[config.mk]
export PLATFORM = sky130hd
export DESIGN_NAME = selective_repeat_arq_engine_core
export DESIGN_NICKNAME = d
export VERILOG_FILES = /design/src/sv/sra_pkg.sv /design/src/sv/sra_ctrl.sv /design/src/sv/sra_dp.sv /design/src/sv/selective_repeat_arq_engine_core.sv
export VERILOG_INCLUDE_DIRS = /design/src /design/src/sv
export SDC_FILE = /design/constraint.sdc
export NUM_CORES = 1
export LEC_CHECK = 0
export ABC_AREA = 1
export BUFFER_PORTS_ARGS = -buffer_cell sky130_fd_sc_hd__clkbuf_2
export CAP_MARGIN = 10
export CELL_PAD_IN_SITES_DETAIL_PLACEMENT = 0
export CELL_PAD_IN_SITES_GLOBAL_PLACEMENT = 1
export CORE_MARGIN = 5
export CORE_UTILIZATION = 27
export DETAILED_ROUTE_END_ITERATION = 16
export PLACE_DENSITY = 0.52
export SYNTH_ARGS = -nofsm -noshare
export SYNTH_HDL_FRONTEND = slang
export SYNTH_HIERARCHICAL = 1
export SYNTH_SLANG_ARGS = --single-unit
[constraint.sdc]
create_clock -name clk_i -period 5.3 [get_ports clk_i]
set_input_delay 1.06 -clock clk_i [delete_from_list [all_inputs] [get_ports clk_i]]
set_output_delay 1.06 -clock clk_i [all_outputs]
set_load 0.01 [all_outputs]
[src/sv/selective_repeat_arq_engine_core_assert.svh]
// Assertion macros for the selective-repeat ARQ engine.
`ifndef SELECTIVE_REPEAT_ARQ_ENGINE_CORE_ASSERT_SVH
`define SELECTIVE_REPEAT_ARQ_ENGINE_CORE_ASSERT_SVH
`ifndef SYNTHESIS
`define SRA_ASSERT(label, clk, rstn, prop) \
  label: assert property (@(posedge clk) disable iff (!rstn) prop) else $error("assertion failed");
`else
`define SRA_ASSERT(label, clk, rstn, prop)
`endif
`ifndef SYNTHESIS
`define SRA_ASSERT_RST(label, clk, prop) \
  label: assert property (@(posedge clk) prop) else $error("assertion failed");
`else
`define SRA_ASSERT_RST(label, clk, prop)
`endif
`endif

[src/sv/sra_pkg.sv]
// Package with types and constants of the selective-repeat ARQ engine.
package sra_pkg;
  localparam int unsigned SeqW = 6;
  localparam int unsigned SlotW = 5;
  localparam logic [5:0] SeqMax = 6'd63;
  localparam logic [5:0] Window = 6'd32;
  localparam logic [5:0] OutstandingMax = 6'd63;

  localparam logic [2:0] FuncPkt = 3'd0;
  localparam logic [2:0] FuncPhy = 3'd1;
  localparam logic [2:0] FuncFrame = 3'd2;
  localparam logic [2:0] FuncDataTo = 3'd3;
  localparam logic [2:0] FuncAckTo = 3'd4;

  localparam logic [1:0] KindData = 2'd0;
  localparam logic [1:0] KindNak = 2'd2;

  localparam logic [2:0] ActData = 3'd0;
  localparam logic [2:0] ActAck = 3'd1;
  localparam logic [2:0] ActNak = 3'd2;
  localparam logic [2:0] ActStore = 3'd3;
  localparam logic [2:0] ActDeliver = 3'd4;
  localparam logic [2:0] ActStatus = 3'd5;

  typedef enum logic [3:0] {
    StIdle, StDecode, StNak, StResend, StStore, StDeliver, StRelease, StStatus, StWait
  } state_e;

  typedef struct packed {
    logic load;
    logic [2:0] emit_act;
    logic emit;
    logic do_pkt;
    logic do_phy;
    logic do_store;
    logic do_deliver;
    logic do_release;
  } cmd_t;

  typedef struct packed {
    logic [2:0] func;
    logic good;
    logic [1:0] kind;
    logic need_nak;
    logic can_resend;
    logic can_store;
    logic deliver_ok;
    logic release_ok;
    logic out_busy;
  } sts_t;

  function automatic logic [5:0] seq_next(input logic [5:0] k);
    seq_next = (k < SeqMax) ? k + 6'd1 : 6'd0;
  endfunction

  function automatic logic in_window(input logic [5:0] a, input logic [5:0] b,
                                     input logic [5:0] c);
    in_window = (a <= b && b < c) || (c < a && b < c) || (c < a && a <= b);
  endfunction
endpackage

[src/sv/sra_ctrl.sv]
// Controller state machine that sequences the result items of one event.
module sra_ctrl (
  input  logic              clk_i,
  input  logic              rst_ni,
  input  logic              in_valid_i,
  output logic              in_ready_o,
  input  sra_pkg::sts_t     sts_i,
  output sra_pkg::cmd_t     cmd_o
);
  sra_pkg::state_e state_q, state_d;

  always_ff @(posedge clk_i or negedge rst_ni) begin
    if (!rst_ni) begin
      state_q <= sra_pkg::StIdle;
    end else begin
      state_q <= state_d;
    end
  end

  always_comb begin
    state_d = state_q;
    case (state_q)
      sra_pkg::StIdle: if (in_valid_i) state_d = sra_pkg::StDecode;
      sra_pkg::StDecode: begin
        if (sts_i.func == sra_pkg::FuncFrame) begin
          if (sts_i.need_nak) state_d = sra_pkg::StNak;
          else if (!sts_i.good) state_d = sra_pkg::StStatus;
          else if (sts_i.kind == sra_pkg::KindData) state_d = sra_pkg::StStore;
          else if (sts_i.kind == sra_pkg::KindNak) state_d = sra_pkg::StResend;
          else state_d = sra_pkg::StRelease;
        end else if (sts_i.func == sra_pkg::FuncPkt || sts_i.func == sra_pkg::FuncDataTo ||
                     sts_i.func == sra_pkg::FuncAckTo) begin
          if (!sts_i.out_busy) state_d = sra_pkg::StStatus;
        end else begin
          state_d = sra_pkg::StStatus;
        end
      end
      sra_pkg::StNak: if (!sts_i.out_busy) begin
        if (!sts_i.good) state_d = sra_pkg::StStatus;
        else state_d = sra_pkg::StStore;
      end
      sra_pkg::StResend: if (!sts_i.out_busy) state_d = sra_pkg::StRelease;
      sra_pkg::StStore: begin
        if (!sts_i.can_store) state_d = sra_pkg::StRelease;
        else if (!sts_i.out_busy) state_d = sra_pkg::StDeliver;
      end
      sra_pkg::StDeliver: begin
        if (!sts_i.deliver_ok) state_d = sra_pkg::StRelease;
      end
      sra_pkg::StRelease: if (!sts_i.release_ok) state_d = sra_pkg::StStatus;
      sra_pkg::StStatus: if (!sts_i.out_busy) state_d = sra_pkg::StWait;
      sra_pkg::StWait: state_d = sra_pkg::StIdle;
      default: state_d = sra_pkg::StIdle;
    endcase
  end

  always_comb begin
    cmd_o = '0;
    in_ready_o = (state_q == sra_pkg::StIdle);
    cmd_o.load = in_ready_o && in_valid_i;
    case (state_q)
      sra_pkg::StDecode: begin
        cmd_o.do_phy = (sts_i.func == sra_pkg::FuncPhy);
        if (!sts_i.out_busy) begin
          if (sts_i.func == sra_pkg::FuncPkt) begin
            cmd_o.emit = 1'b1; cmd_o.emit_act = sra_pkg::ActData; cmd_o.do_pkt = 1'b1;
          end else if (sts_i.func == sra_pkg::FuncDataTo) begin
            cmd_o.emit = 1'b1; cmd_o.emit_act = sra_pkg::ActData;
          end else if (sts_i.func == sra_pkg::FuncAckTo) begin
            cmd_o.emit = 1'b1; cmd_o.emit_act = sra_pkg::ActAck;
          end
        end
      end
      sra_pkg::StNak: begin
        cmd_o.emit = !sts_i.out_busy; cmd_o.emit_act = sra_pkg::ActNak;
      end
      sra_pkg::StResend: begin
        cmd_o.emit = !sts_i.out_busy && sts_i.can_resend; cmd_o.emit_act = sra_pkg::ActData;
      end
      sra_pkg::StStore: begin
        cmd_o.emit = !sts_i.out_busy && sts_i.can_store; cmd_o.emit_act = sra_pkg::ActStore;
        cmd_o.do_store = cmd_o.emit;
      end
      sra_pkg::StDeliver: begin
        cmd_o.emit = !sts_i.out_busy && sts_i.deliver_ok;
        cmd_o.emit_act = sra_pkg::ActDeliver; cmd_o.do_deliver = cmd_o.emit;
      end
      sra_pkg::StRelease: cmd_o.do_release = sts_i.release_ok;
      sra_pkg::StStatus: begin
        cmd_o.emit = !sts_i.out_busy; cmd_o.emit_act = sra_pkg::ActStatus;
      end
      default: ;
    endcase
  end
endmodule

[src/sv/sra_dp.sv]
// Datapath with the window state, the slot map and the result register.
module sra_dp (
  input  logic              clk_i,
  input  logic              rst_ni,
  input  logic [2:0]        func_i,
  input  logic              frame_good_i,
  input  logic [1:0]        frame_kind_i,
  input  logic [5:0]        frame_seq_i,
  input  logic [5:0]        frame_ack_i,
  input  logic [5:0]        timeout_seq_i,
  input  sra_pkg::cmd_t     cmd_i,
  output sra_pkg::sts_t     sts_o,
  output logic              out_valid_o,
  input  logic              out_ready_i,
  output logic [2:0]        action_o,
  output logic [5:0]        out_seq_o,
  output logic [5:0]        out_ack_o,
  output logic [4:0]        slot_o,
  output logic              start_data_timer_o,
  output logic              ack_timer_restart_o,
  output logic [5:0]        released_from_o,
  output logic [5:0]        released_count_o,
  output logic              network_enable_o,
  output logic              last_o
);
  logic [2:0] func_q;
  logic good_q;
  logic [1:0] kind_q;
  logic [5:0] fseq_q, fack_q, tseq_q;
  logic [5:0] send_base_q, send_base_d, next_send_q, next_send_d;
  logic [5:0] recv_base_q, recv_base_d, recv_limit_q, recv_limit_d;
  logic [5:0] outst_q, outst_d, rel_from_q, rel_cnt_q, rel_cnt_d;
  logic [31:0] filled_q, filled_d;
  logic nak_ok_q, nak_ok_d, phy_q, phy_d;
  logic ov_q;
  logic [2:0] act_q;
  logic [5:0] seq_q, ack_q, rf_q, rc_q;
  logic [4:0] slot_q;
  logic dt_q, at_q, ne_q, last_q;
  logic [5:0] resend_seq, emit_seq, piggy;

  assign piggy = recv_base_q + sra_pkg::SeqMax;
  assign resend_seq = sra_pkg::seq_next(fack_q);
  assign sts_o.func = func_q;
  assign sts_o.good = good_q;
  assign sts_o.kind = kind_q;
  assign sts_o.need_nak = nak_ok_q && (!good_q || (kind_q == sra_pkg::KindData &&
                          fseq_q != recv_base_q));
  assign sts_o.can_resend = sra_pkg::in_window(send_base_q, resend_seq, next_send_q);
  assign sts_o.can_store = sra_pkg::in_window(recv_base_q, fseq_q, recv_limit_q) &&
                           !filled_q[fseq_q[4:0]];
  assign sts_o.deliver_ok = filled_q[recv_base_q[4:0]];
  assign sts_o.release_ok = sra_pkg::in_window(send_base_q, fack_q, next_send_q);
  assign sts_o.out_busy = ov_q && !out_ready_i;

  always_comb begin
    send_base_d = send_base_q; next_send_d = next_send_q;
    recv_base_d = recv_base_q; recv_limit_d = recv_limit_q;
    outst_d = outst_q; rel_cnt_d = rel_cnt_q; filled_d = filled_q;
    nak_ok_d = nak_ok_q; phy_d = phy_q;
    if (cmd_i.load) rel_cnt_d = '0;
    if (cmd_i.do_phy) phy_d = 1'b1;
    if (cmd_i.emit && (cmd_i.emit_act == sra_pkg::ActData ||
        cmd_i.emit_act == sra_pkg::ActAck || cmd_i.emit_act == sra_pkg::ActNak)) begin
      phy_d = 1'b0;
    end
    if (cmd_i.emit && cmd_i.emit_act == sra_pkg::ActNak) nak_ok_d = 1'b0;
    if (cmd_i.do_pkt) begin
      if (outst_q < sra_pkg::OutstandingMax) outst_d = outst_q + 6'd1;
      next_send_d = sra_pkg::seq_next(next_send_q);
    end
    if (cmd_i.do_store) filled_d[fseq_q[4:0]] = 1'b1;
    if (cmd_i.do_deliver) begin
      filled_d[recv_base_q[4:0]] = 1'b0;
      nak_ok_d = 1'b1;
      recv_base_d = sra_pkg::seq_next(recv_base_q);
      recv_limit_d = sra_pkg::seq_next(recv_limit_q);
    end
    if (cmd_i.do_release) begin
      if (outst_q != 6'd0) outst_d = outst_q - 6'd1;
      rel_cnt_d = rel_cnt_q + 6'd1;
      send_base_d = sra_pkg::seq_next(send_base_q);
    end
  end

  always_comb begin
    case (func_q)
      sra_pkg::FuncPkt: emit_seq = next_send_q;
      sra_pkg::FuncDataTo: emit_seq = tseq_q;
      default: emit_seq = resend_seq;
    endcase
  end

  always_ff @(posedge clk_i or negedge rst_ni) begin
    if (!rst_ni) begin
      send_base_q <= '0; next_send_q <= '0; recv_base_q <= '0;
      recv_limit_q <= sra_pkg::Window; outst_q <= '0; filled_q <= '0;
      nak_ok_q <= 1'b1; phy_q <= 1'b0; ov_q <= 1'b0; rel_cnt_q <= '0;
      rel_from_q <= '0;
    end else begin
      send_base_q <= send_base_d; next_send_q <= next_send_d;
      recv_base_q <= recv_base_d; recv_limit_q <= recv_limit_d;
      outst_q <= outst_d; filled_q <= filled_d; nak_ok_q <= nak_ok_d;
      phy_q <= phy_d; rel_cnt_q <= rel_cnt_d;
      if (cmd_i.load) rel_from_q <= send_base_q;
      if (cmd_i.emit) ov_q <= 1'b1;
      else if (out_ready_i) ov_q <= 1'b0;
    end
  end

  always_ff @(posedge clk_i) begin
    if (cmd_i.load) begin
      func_q <= func_i; good_q <= frame_good_i; kind_q <= frame_kind_i;
      fseq_q <= frame_seq_i; fack_q <= frame_ack_i; tseq_q <= timeout_seq_i;
    end
    if (cmd_i.emit) begin
      act_q <= cmd_i.emit_act;
      seq_q <= '0; ack_q <= '0; slot_q <= '0; dt_q <= 1'b0; at_q <= 1'b0;
      rf_q <= '0; rc_q <= '0; ne_q <= 1'b0; last_q <= 1'b0;
      case (cmd_i.emit_act)
        sra_pkg::ActData: begin
          seq_q <= emit_seq; ack_q <= piggy; slot_q <= emit_seq[4:0]; dt_q <= 1'b1;
        end
        sra_pkg::ActAck, sra_pkg::ActNak: ack_q <= piggy;
        sra_pkg::ActStore: begin
          seq_q <= fseq_q; slot_q <= fseq_q[4:0];
        end
        sra_pkg::ActDeliver: begin
          seq_q <= recv_base_q; slot_q <= recv_base_q[4:0]; at_q <= 1'b1;
        end
        sra_pkg::ActStatus: begin
          rf_q <= rel_from_q; rc_q <= rel_cnt_q; last_q <= 1'b1;
          ne_q <= (outst_q < sra_pkg::Window) && phy_q;
        end
        default: ;
      endcase
    end
  end

  assign out_valid_o = ov_q;
  assign action_o = act_q;
  assign out_seq_o = seq_q;
  assign out_ack_o = ack_q;
  assign slot_o = slot_q;
  assign start_data_timer_o = dt_q;
  assign ack_timer_restart_o = at_q;
  assign released_from_o = rf_q;
  assign released_count_o = rc_q;
  assign network_enable_o = ne_q;
  assign last_o = last_q;
endmodule

[src/sv/selective_repeat_arq_engine_core.sv]
// Top level of the selective-repeat ARQ window engine.
//  channel  direction  handshake
//  in       input      in_valid_i / in_ready_o
//  out      output     out_valid_o / out_ready_i
// A control event passes through accept, decode, status and the return to idle.
// A frame adds a step for each of the NAK, resend and store steps, one per delivery
// and one per released frame plus one to end each walk.
// Reset clears all window state at once; no clearing pass is needed.
// A stalled output holds the controller in its current step while it has a result to emit.
`include "selective_repeat_arq_engine_core_assert.svh"
module selective_repeat_arq_engine_core (
  input  logic       clk_i,
  input  logic       rst_ni,
  input  logic       in_valid_i,
  output logic       in_ready_o,
  input  logic [2:0] func_i,
  input  logic       frame_good_i,
  input  logic [1:0] frame_kind_i,
  input  logic [5:0] frame_seq_i,
  input  logic [5:0] frame_ack_i,
  input  logic [5:0] timeout_seq_i,
  output logic       out_valid_o,
  input  logic       out_ready_i,
  output logic [2:0] action_o,
  output logic [5:0] out_seq_o,
  output logic [5:0] out_ack_o,
  output logic [4:0] slot_o,
  output logic       start_data_timer_o,
  output logic       ack_timer_restart_o,
  output logic [5:0] released_from_o,
  output logic [5:0] released_count_o,
  output logic       network_enable_o,
  output logic       last_o
);
  sra_pkg::cmd_t cmd;
  sra_pkg::sts_t sts;

  sra_ctrl u_ctrl (
    .clk_i, .rst_ni, .in_valid_i, .in_ready_o, .sts_i(sts), .cmd_o(cmd)
  );

  sra_dp u_dp (
    .clk_i, .rst_ni, .func_i, .frame_good_i, .frame_kind_i, .frame_seq_i,
    .frame_ack_i, .timeout_seq_i, .cmd_i(cmd), .sts_o(sts), .out_valid_o,
    .out_ready_i, .action_o, .out_seq_o, .out_ack_o, .slot_o, .start_data_timer_o,
    .ack_timer_restart_o, .released_from_o, .released_count_o, .network_enable_o,
    .last_o
  );

  `SRA_ASSERT(a_emit_not_busy, clk_i, rst_ni, cmd.emit |-> !sts.out_busy)
  `SRA_ASSERT(a_last_is_status, clk_i, rst_ni, out_valid_o && last_o |-> action_o == sra_pkg::ActStatus)
  `SRA_ASSERT(a_out_held, clk_i, rst_ni, out_valid_o && !out_ready_i |=> out_valid_o && $stable(out_seq_o))
endmodule

## Word level (Yosys, flattened, before mapping)

Index checks and enable logic that the tools add are counted.
W data, S select, Z words.

- Add/sub/neg operators: 9
- Magnitude comparators: 19
- Eq/ne operators: 26
- Multiplexer cells: 60
- Bitwise logic cells: 3
- Reduce and logical (&&, ||, !) cells: 48

Operator list:

| kind | number |
|---|---|
| $mux W6 | 11 |
| $mux W32 | 2 |
| $mux W4 | 15 |
| $add A6 B1 Y6 const B | 7 |
| $lt A6 B6 Y1 const B | 7 |
| $and A32 B32 Y32 | 1 |
| $not A32 Y32 | 1 |
| $or A32 B32 Y32 | 1 |
| $pmux W4 S8 | 1 |
| $lt A6 B6 Y1 | 5 |
| $pmux W4 S6 | 1 |
| $logic_and A1 B1 Y1 | 22 |
| $le A6 B6 Y1 | 3 |
| $pmux W6 S3 | 1 |
| $mux W1 | 17 |
| $eq A4 B3 Y1 const B | 4 |
| $pmux W5 S3 | 1 |
| $eq A3 B2 Y1 const B | 4 |
| $lt A5 B6 Y1 const B | 2 |
| $ne A2 B2 Y1 const B | 6 |
| $pmux W6 S2 | 1 |
| $logic_or A1 B1 Y1 | 11 |
| $bmux W1 S5 | 2 |
| $demux W1 S5 | 2 |
| 22 further kinds | 37 |

- Register bits after elaboration: 141
- Output and inout bits: 38

## Depth between registers and ports, before layout

- Depth in word-level cells: 13
- Depth in mapped cells: 23

## By module

The synthesis kept the hierarchy.

By module, submodules not included:

| module | instances | cells an instance | area each (µm²) | sequential area each (µm²) |
|---|---|---|---|---|
| sra_dp | 1 | 842 | 7333.3 | 3580.9 |
| sra_ctrl | 1 | 114 | 626.9 | 100.1 |

## Worst setup path after synthesis

Ideal clock, no wire load.

- Path type: register -> register
- Start point: register u_dp.recv_base_q[1]
- End point: register u_dp.nak_ok_q
- Setup time: 87 ps
- Data arrival time: 3509 ps
- Data required time: 5213 ps
- Setup slack: 1703 ps
- Stages on the path, launching flop included: 18
- Path buffers: 2
- Clock period less this slack: 3597 ps
- Cells stage by stage: dfrtp_1 > clkbuf_2 > inv_1 > clkbuf_1 > ha_1 > a21boi_0 > o21ai_0 > o211ai_1 > nor2_1 > a21oi_1 > nor2_1 > nand3_1 > o22ai_1 > nor2_1 > o211ai_1 > inv_1 > nor4_1 > o21ai_0

RTL lines:

| what | line | source |
|---|---|---|
| from (decl) | sra_dp.sv:31 | `logic [5:0] recv_base_q, recv_base_d, recv_limit_q, recv_limit_d;` |
| from (signal assigned) | sra_dp.sv:102 | `recv_base_q <= recv_base_d; recv_limit_q <= recv_limit_d;` |
| to (signal assigned) | sra_dp.sv:103 | `outst_q <= outst_d; filled_q <= filled_d; nak_ok_q <= nak_ok_d;` |
| to (decl) | sra_dp.sv:34 | `logic nak_ok_q, nak_ok_d, phy_q, phy_d;` |

==> impl_metrics.ini <==
[status]
status = completed

[cells_and_area]
num_antenna_cells = 0
largest_register = u_dp/filled_q
largest_reg_flops = 32
nFillCells = 3052
area_growth_pct = 16.9
final_nets = 1099
final_layout_size_suffix_gt1_share_pct = 11.3
fin_area_um2 = 9300

[critical_path]
critPathMaxStageDelay_ps = 830
worstPathRequired_ps = 5640
critPathCaptureType = flop
path_buf_inv = 2
cp_common_cell = nor2_1
startpoint_type = flop
worstPathMaxFanout = 22
cpMaxStageDelayCell = dfrtp_1
path_delay_family = simple AND/OR/NAND/NOR gates
cp.arrival_ps = 4380
worstSetupPathType = reg -> reg
crit_chain = inv_1 -> ha_1 -> nand3b_1 -> nand2_1 -> nor2_1 -> nor2_1 -> a21oi_1 -> nor2_1 -> nand3_1 -> nor2_1 -> inv_1 -> nor3_1 -> a21oi_1 -> a21oi_1

[timing]
finalSetupViolCount = 0
period_needed_ps = 4040
finClkSkew_ps = 8.43
fin_crit_sh_pct = 76.2
max_freq_mhz = 248
slew_headroom_pct = 29.5
finalSetupTns_ps = 0
rsz0062_at_grt = false
holdWs_ps = 517
worstMarginPinSlew_ps = 1060
final_hold_viol_count = 0
drv_slew = 0

[placement]
dpl.hpwl_mm = 18.6
post_dp_cell_area_um2 = 8670
routabilityCongestion = 0.809
place.port_buffers = 65

[yosys]
seq_area_frac_synth_pct = 46.2
ys_seq_elements = 136
synth_top_area_share_pct = 24.8
synth_area_leaders = dfrtp_1 (25%), edfxtp_1 (21%), ha_1 (8.2%)
yosysTopAreaCell = dfrtp_1
syn_avg_cell_area_um2 = 8.33
syn_area_um2 = 7960
synth-edff-count = 55
synthCells = 956
synthesis.nets = 1036
ys.flop_type = dfrtp_1
yosys_warnings = 6
synth_async_sr_flop_share_pct = 59.6
synth.distinct_cells = 46

[hold_path]
holdCritPathClass = reg -> reg

[power_and_ir_drop]
power.internal_mw = 3.10
ir_worst_vdd_uv = 270
comb_power_share_pct = 39.3
p_sw_mw = 2.30
leakagePower_nw = 4.28
power_mw = 5.40
seqPwrFrac_pct = 37.7
powerDensity_nw_per_um2 = 580
p_clk_share_pct = 23.0
p_sw_share_pct = 42.5

[routing]
drt_iter0_drc = 390
drc = 0
num_vias = 6696
drt_pass1_iterations = 4
routed_wl_mm = 24.5
viasPerCell = 4.73
wl_per_cell_um = 17.3
ant_nets = 0

[floorplan]
initial_core_util_pct = 27.5
num_rows = 62
fp.coreArea_um2 = 28900
die_height_um = 182
pin_count = 66
die_w_um = 182
die_area_um2 = 33000

[global_route]
grt_pass1_wl_mm = 38.9
overflow = 0
grt_max_degree = 42
track_usage_pct = 15.1
antenna_found_initial = 0
grt_pass1_vias = 6859

[clocking]
cts_setup_buffers = 0
clock_latency_ps = 430
tritoncts = built
clkSlewWorstSetupHoldPaths_ps = 60
cts_root_buf = clkbuf_16
holdBufCountCts = 0
ctsLongestPathBuffers = 2
htreeDepth = 4
cts_resized = 0
cts_made_buffers = 17
cts_sinks = 136

[run]
maxCapViolations = 0
==> layout make-up <==
cell class                      instances  area [um2]  area share, %
Sequential cell                       136        3680           39.6
Multi-Input combinational cell        657        3640           39.1
Clock buffer                           26         586           6.29
Inverter                              138         518           5.57
Tap cell                              384         480           5.16
Timing Repair Buffer                   69         358           3.85
Clock inverter                          6        45.0          0.484
==> path summary, 6_finish.rpt <==
kind	startpoint	end	slack (ps)	cells past startpoint
max	u_dp/recv_base_q[0]	u_dp/filled_q[8]	1260	14
min	u_dp/nak_ok_q	u_dp/nak_ok_q	520	2
max reg2reg	u_dp/recv_base_q[0]	u_dp/filled_q[8]	1260	14
min reg2reg	u_dp/nak_ok_q	u_dp/nak_ok_q	520	2
max in group asynchronous	rst_ni	u_dp/outst_q[2]	3640	2
min in group asynchronous	rst_ni	u_dp/filled_q[28]	630	1
==> through the flow <==
step                      setup WS [ps]  util [%]  cells
after detailed placement           1260      30.0   1384
after floorplan                    1700         -    956
after global routing                696      32.2   1416
after global placement             1310      30.0   1384
final                              1260      32.2   1416
after CTS                          1250      32.2   1416
==> power by group through the flow <==
stage                     Clock, mW  Combinational (mW)  Sequential, mW
final                          1.24                2.12            2.03
after detailed placement          0                2.16            2.05
after CTS                      1.29                2.16            2.04
after floorplan                   0                1.50            1.94
after global placement            0                2.15            2.07
after global routing           1.34                2.43            2.09
==> metal layers <==
metal	vias to the layer above	share of wire [%]	global-route usage (%)
li1	3371	-	-
met1	3168	46	19.5
met2	135	48	25.6
met3	22	4.0	3.12
met4	0	1.5	4.26
met5	-	0	0
==> layout by cell type (no fill, tap or decap), types with 3 or more instances in the layout <==
cell type and count:
nor2_4 3, nor3b_1 3, a31oi_1 4, clkbuf_16 22, ha_1 52, buf_4 5, nand3_1 35, dfrtp_1 79
o211ai_1 8, nand4_1 11, nor2_1 111, nor3_1 27, o21bai_1 4, a22oi_1 16, nand2_2 4, xor2_1 17
o22ai_1 18, inv_1 135, clkbuf_2 64, clkinvlp_4 3, nand2_1 159, nor4_1 7, nand3b_1 3, edfxtp_1 55
o21ai_0 61, a21oi_1 91, o221ai_1 6
==> tightest hold or removal path, delay by kind of cell (launching register included) <==
family	cells	cell delay (ps)
AOI/OAI and AO/OA	1	80
DFF	1	360
buffers and inverters	1	70
==> Yosys cell counts (all sizes together), types with 2 or more instances <==
cell type and instances:
a21oi 91, a22oi 16, a31oi 4, buf 15, clkbuf 10, dfrtp 79, dfstp 2, edfxtp 55
ha 52, inv 137, nand2 164, nand3 37, nand3b 3, nand4 11, nor2 115, nor3 27
nor3b 3, nor4 7, o211ai 8, o21ai 63, o21bai 4, o221ai 6, o22ai 18, or2 2
xnor2 2, xor2 17
==> cell families after synthesis <==
| group | after synthesis | share of synthesized area [%] |
|---|---|---|
| XOR/XNOR | 19 | 2.09 |
| AO/OA/AOI/OAI | 215 | 15.3 |
| adder cells (fa/ha/maj) | 52 | 8.17 |
| AND/OR/NAND/NOR | 371 | 20.0 |
| buffers and inverters | 163 | 8.17 |
| flip-flops | 136 | 46.2 |
Note: power is estimated with default switching activity, not from simulation.
